### config.mk
export PLATFORM = sky130hd
export DESIGN_NAME = drq_ctrl
export DESIGN_NICKNAME = d
export VERILOG_FILES = /design/src/rtl/core/drq_pkg.sv /design/src/rtl/core/drq_ctrl.sv
export SDC_FILE = /design/constraint.sdc
export NUM_CORES = 1
export LEC_CHECK = 0
export ABC_CLOCK_PERIOD_IN_PS = 2640
export BUFFER_PORTS_ARGS = -buffer_cell sky130_fd_sc_hd__buf_2
export CORE_MARGIN = 2
export CORE_UTILIZATION = 48
export CTS_CLUSTER_SIZE = 20
export DETAILED_ROUTE_END_ITERATION = 8
export GPL_TIMING_DRIVEN = 0
export PLACE_DENSITY = 0.83
export SLEW_MARGIN = 5
export SYNTH_ARGS = -nofsm -noshare
export SYNTH_HDL_FRONTEND = slang
export SYNTH_SLANG_ARGS = --single-unit
### constraint.sdc
create_clock -name i_clk -period 2.64 [get_ports i_clk]
set_input_delay 0.264 -clock i_clk [delete_from_list [all_inputs] [get_ports i_clk]]
set_output_delay 0.264 -clock i_clk [all_outputs]
set_load 0.02 [all_outputs]
### src/rtl/core/drq_pkg.sv
// Shared constants, request codes and controller/datapath interface types.
package drq_pkg;

    localparam int DRQ_MAX_NODES  = 64;
    localparam int DRQ_VALUE_BITS = 32;

    localparam int NODE_W  = 6;
    localparam int COUNT_W = 7;
    localparam int REQ_W   = 3;
    localparam int BOUND_W = 32;
    localparam int OUT_W   = 31;
    localparam int ADDR_W  = 2;
    localparam int DATA_W  = 32;

    localparam logic [COUNT_W-1:0] COUNT_RESET = 7'd64;
    localparam logic [ADDR_W-1:0]  REG_NODE_COUNT = 2'd0;

    typedef enum logic [REQ_W-1:0] {
        REQ_EDGE      = 3'd0,
        REQ_BUILD     = 3'd1,
        REQ_LD_FIRST  = 3'd2,
        REQ_LD_SECOND = 3'd3,
        REQ_SW_FIRST  = 3'd4,
        REQ_SW_SECOND = 3'd5,
        REQ_QUERY     = 3'd6,
        REQ_CLEAR     = 3'd7
    } t_req;

    typedef struct packed {
        logic cap;
        logic clr_row0;
        logic clr_wr;
        logic row_inc;
        logic row_top;
        logic row_dec;
        logic edge_rd;
        logic edge_wr;
        logic ld_val;
        logic sw_rd_a;
        logic sw_rd_b;
        logic sw_wr_a;
        logic sw_wr_b;
        logic bld_zero_wr;
        logic bld_start;
        logic scan_issue;
        logic bld_wr;
        logic q_start;
        logic q_issue;
        logic out_load;
    } t_cmd;

    typedef struct packed {
        t_req req;
        logic a_ok;
        logic b_ok;
        logic row_end;
        logic row_zero;
        logic row_live;
        logic col_live;
        logic out_full;
    } t_stat;

endpackage

### src/rtl/core/drq_ctrl.sv
// Sequencing state machine for the reachability query block.
module drq_ctrl (
    input  logic          i_clk,
    input  logic          i_rst_n,
    input  logic          i_valid,
    input  drq_pkg::t_stat i_stat,
    output drq_pkg::t_cmd  o_cmd,
    output logic          o_idle
);
    import drq_pkg::*;

    typedef enum logic [11:0] {
        S_CLR      = 12'b000000000001,
        S_IDLE     = 12'b000000000010,
        S_DISP     = 12'b000000000100,
        S_EDGE_WR  = 12'b000000001000,
        S_SW_RB    = 12'b000000010000,
        S_SW_WA    = 12'b000000100000,
        S_SW_WB    = 12'b000001000000,
        S_BLD_ROW  = 12'b000010000000,
        S_BLD_SCAN = 12'b000100000000,
        S_BLD_WR   = 12'b001000000000,
        S_Q_SCAN   = 12'b010000000000,
        S_Q_OUT    = 12'b100000000000
    } t_state;

    t_state r_state;
    t_state n_state;

    always_ff @(posedge i_clk) begin
        if (!i_rst_n) begin
            r_state <= S_CLR;
        end else begin
            r_state <= n_state;
        end
    end

    always_comb begin
        n_state = r_state;
        o_cmd   = '0;
        unique case (r_state)
            S_CLR: begin
                o_cmd.clr_wr = 1'b1;
                if (i_stat.row_end) begin
                    n_state = S_IDLE;
                end else begin
                    o_cmd.row_inc = 1'b1;
                end
            end
            S_IDLE: begin
                if (i_valid) begin
                    o_cmd.cap = 1'b1;
                    n_state   = S_DISP;
                end
            end
            S_DISP: begin
                n_state = S_IDLE;
                unique case (i_stat.req)
                    REQ_EDGE: begin
                        if (i_stat.a_ok && i_stat.b_ok) begin
                            o_cmd.edge_rd = 1'b1;
                            n_state       = S_EDGE_WR;
                        end
                    end
                    REQ_BUILD: begin
                        o_cmd.row_top = 1'b1;
                        n_state       = S_BLD_ROW;
                    end
                    REQ_LD_FIRST, REQ_LD_SECOND: begin
                        o_cmd.ld_val = i_stat.a_ok;
                    end
                    REQ_SW_FIRST, REQ_SW_SECOND: begin
                        if (i_stat.a_ok && i_stat.b_ok) begin
                            o_cmd.sw_rd_a = 1'b1;
                            n_state       = S_SW_RB;
                        end
                    end
                    REQ_QUERY: begin
                        if (i_stat.a_ok) begin
                            o_cmd.q_start = 1'b1;
                            n_state       = S_Q_SCAN;
                        end
                    end
                    REQ_CLEAR: begin
                        o_cmd.clr_row0 = 1'b1;
                        n_state        = S_CLR;
                    end
                endcase
            end
            S_EDGE_WR: begin
                o_cmd.edge_wr = 1'b1;
                n_state       = S_IDLE;
            end
            S_SW_RB: begin
                o_cmd.sw_rd_b = 1'b1;
                n_state       = S_SW_WA;
            end
            S_SW_WA: begin
                o_cmd.sw_wr_a = 1'b1;
                n_state       = S_SW_WB;
            end
            S_SW_WB: begin
                o_cmd.sw_wr_b = 1'b1;
                n_state       = S_IDLE;
            end
            S_BLD_ROW: begin
                if (!i_stat.row_live) begin
                    o_cmd.bld_zero_wr = 1'b1;
                    if (i_stat.row_zero) begin
                        n_state = S_IDLE;
                    end else begin
                        o_cmd.row_dec = 1'b1;
                    end
                end else begin
                    o_cmd.bld_start = 1'b1;
                    n_state         = S_BLD_SCAN;
                end
            end
            S_BLD_SCAN: begin
                if (i_stat.col_live) begin
                    o_cmd.scan_issue = 1'b1;
                end else begin
                    n_state = S_BLD_WR;
                end
            end
            S_BLD_WR: begin
                o_cmd.bld_wr = 1'b1;
                if (i_stat.row_zero) begin
                    n_state = S_IDLE;
                end else begin
                    o_cmd.row_dec = 1'b1;
                    n_state       = S_BLD_ROW;
                end
            end
            S_Q_SCAN: begin
                if (i_stat.col_live) begin
                    o_cmd.q_issue = 1'b1;
                end else begin
                    n_state = S_Q_OUT;
                end
            end
            S_Q_OUT: begin
                if (!i_stat.out_full) begin
                    o_cmd.out_load = 1'b1;
                    n_state        = S_IDLE;
                end
            end
        endcase
    end

    assign o_idle = (r_state == S_IDLE);

endmodule

==> impl_metrics.py <==
metrics = {
    "timing": {
        "max_clock_freq_mhz": 404,
        "maxSlewHeadroom_pct": 45.8,
        "finalMaxSlewViolations": 0,
        "worstMarginPinSlew_ns": 0.812,
        "setup_viol": 0,
        "rsz0062_at_grt": "no",
        "finalCritPeriodShare_pct": 93.8,
        "period_needed_ns": 2.48,
        "tns_ns": 0,
        "skew_ns": 0.00450,
        "hold_viol_final": 0,
    },
    "route": {
        "postRouteAntennaNets": 0,
        "highest_layer": "met4",
        "dr.pass1.iters": 4,
        "via_count": 1037,
        "routedWlPerCell_um": 13.7,
        "via_per_inst": 5.86,
        "wl_met2_mm": 1.15,
        "finalWirelength_mm": 2.43,
        "wl_met3_um": 113,
        "drc": 0,
        "first_iter_violations": 34,
        "drt-met1-wl_mm": 1.13,
    },
    "power": {
        "seq_power_share_pct": 45.5,
        "p_leak_nw": 0.587,
        "comb_power_share_pct": 19.6,
        "p_int_mw": 0.303,
        "ir_worst_vdd_v": 0.000253,
        "p_clk_share_pct": 34.8,
        "swShare_pct": 28.2,
        "finalPower_mw": 0.422,
        "power.density_mw_per_mm2": 361,
        "p_sw_mw": 0.119,
    },
    "final_layout": {
        "largest_reg_flops": 12,
        "reg.largest.list": "r_state: 12 flops",
        "regMostFlops": "r_state",
        "antenna_cells": 0,
        "syn_to_final_growth_pct": 24.8,
        "num-fill-cells": 163,
        "nNetsFinal": 166,
        "drive_gt1_share_pct": 32.2,
    },
    "die": {
        "die_h_um": 48.2,
        "io_pins": 34,
        "dieArea_mm2": 0.00232,
        "fp.dieW_um": 48.2,
        "start_util_pct": 52.6,
        "rows": 15,
        "fp.coreArea_mm2": 0.00178,
    },
    "setup_path": {
        "critPathMaxStageDelay_ns": 0.69,
        "startpoint": "r_state[4]",
        "arrival_ns": 2.21,
        "reg2reg_depth": 5,
        "cp.required_ns": 2.38,
        "end_kind": "output pin",
        "cp_cell_sequence": "nor4b_1 -> nand4b_1 -> inv_1 -> nor2_1 -> nor2_1 -> buf_2",
        "cp_slowest_cell": "nor4b_1",
        "critical_path.startpoint_type": "register",
        "critical_path_depth": 6,
        "r2r_start": "r_state[4]",
        "path_delay_family": "simple AND/OR/NAND/NOR gates",
        "cp_max_fo": 7,
        "crit_top_cell": "nor2_1",
        "r2r_slack_ns": 0.46,
        "path_buf_inv": 2,
        "criticalPathCategory": "reg2out",
    },
    "synthesis": {
        "synth.distinct_cells": 41,
        "synth_nets": 128,
        "async_flop_share_pct": 0,
        "synth_warnings": 0,
        "synth_area_per_cell_um2": 8.16,
        "synth-main-ff-cell": "dfxtp_1",
        "ys_seq_area_share_pct": 25.6,
        "synth.ff_latch_count": 12,
        "netlist_instances": 115,
        "synth-edff-count": 0,
        "synthesis.area_um2": 938,
    },
    "placed_design": {
        "gp_congestion": 0.927,
        "io_buffers": 33,
        "dpl.hpwl_mm": 1.90,
    },
    "global_routing": {
        "overflow": 0,
        "grt_pass1_wl_mm": 3.55,
        "grt_max_degree": 11,
        "grt_usage_pct": 21.8,
        "grt_pass1_vias": 806,
        "antenna_found_initial": 0,
    },
    "run_status": {
        "status": "completed",
    },
    "worst_hold_path": {
        "hold_path_class": "in2reg",
        "holdCritStartpoint": "i_rst_n",
        "holdPathStages": 2,
    },
    "cts": {
        "cts-root-buf": "clkbuf_4",
        "cts_tree": "done",
        "ctsLongestPathBuffers": 2,
        "hold_buffers": 0,
        "clkTransAtPathRegs_ns": 0.08,
        "numClockSinks": 12,
        "post-cts-setup-buffers": 0,
        "clock_latency_ns": 0.28,
        "htreeDepth": 1,
        "cts_buffers": 3,
        "cts.repair.resized": 0,
    },
    "flow_run": {
        "maxCapViolCount": 0,
    },
}
routing by layer:
metal / global-route usage, % / up-vias
met4: 9.19 / 0
met2: 33.9 / 34
li1: - / 515
met3: 2.59 / 5
met5: 0 / -
met1: 30.4 / 483
final timing paths:
check | to
setup / recovery | o_cmd[14]
hold / removal | r_state[10]
setup reg to reg | r_state[5]
hold reg to reg | r_state[1]
cell usage in the layout (no fill, tap or decap), drive strengths merged:
cell,count
dfxtp,12
o311ai,1
nor4b,3
nor4,7
nor3b,3
or4,3
nor2,16
inv,7
o21ai,1
xor2,1
or2,1
a311o,1
nand4b,2
nor2b,3
nand4,2
o32ai,1
or4b,3
o31ai,3
and2,3
nand3,3
nand2b,3
o21bai,1
a22o,1
a21oi,1
nor3,6
clkbuf,4
and4b,3
and4,1
o211a,1
a222oi,1
nand2,6
or4bb,1
o21a,3
xnor2,1
buf,36
and3,7
synth_stat cells, types with 5 or more instances:
cell type,count,area (um2)
and3_1,7,43.8
dfxtp_1,12,240
inv_1,7,26.3
nand2_1,6,22.5
nor2_1,15,56.3
nor3_1,5,25.0
kinds of logic after synthesis:
| kind of cell | share of synthesized area [%] |
|---|---|
| xor gates and xnor gates | 1.87 |
| AOI/OAI and AO/OA | 12.7 |
| DFF | 25.6 |
| buffers and inverters | 4.67 |
| and+or+nand+nor | 55.2 |
cell type report:
| class | count | area [um2] | share of cell area, % |
|---|---|---|---|
| buffer | 3 | 17.5 | 1.50 |
| clock buffer | 4 | 36.3 | 3.10 |
| inverter | 7 | 26.3 | 2.24 |
| multi-input combinational | 93 | 654 | 55.9 |
| sequential | 12 | 240 | 20.5 |
| tap | 25 | 31.3 | 2.67 |
| timing repair buffer | 33 | 165 | 14.1 |
stage by stage:
| stage | area [um2] | cells | utilization [%] | setup WS, ns | hold slack, ns |
|---|---|---|---|---|---|
| final | 1170 | 177 | 65.7 | 0.163 | 0.263 |
| after floorplan | 938 | 115 | - | 0.508 | 0.382 |
| after global placement | 1130 | 173 | 63.6 | 0.532 | 0.552 |
| after CTS | 1170 | 177 | 65.7 | 0.191 | 0.265 |
| after detailed placement | 1130 | 173 | 63.6 | 0.467 | 0.558 |
| after global routing | 1170 | 177 | 65.7 | 0.0670 | 0.263 |
power by group through the flow:
stage / registers, mW / logic [mW] / clock network [mW]
2_1_floorplan: 0.195 / 0.0534 / 0
3_3_place_gp: 0.196 / 0.0802 / 0
3_5_place_dp: 0.197 / 0.0828 / 0
4_1_cts: 0.192 / 0.0830 / 0.148
5_1_grt: 0.193 / 0.0904 / 0.155
6_report: 0.192 / 0.0829 / 0.147
Note: power is estimated with default switching activity, not from simulation.
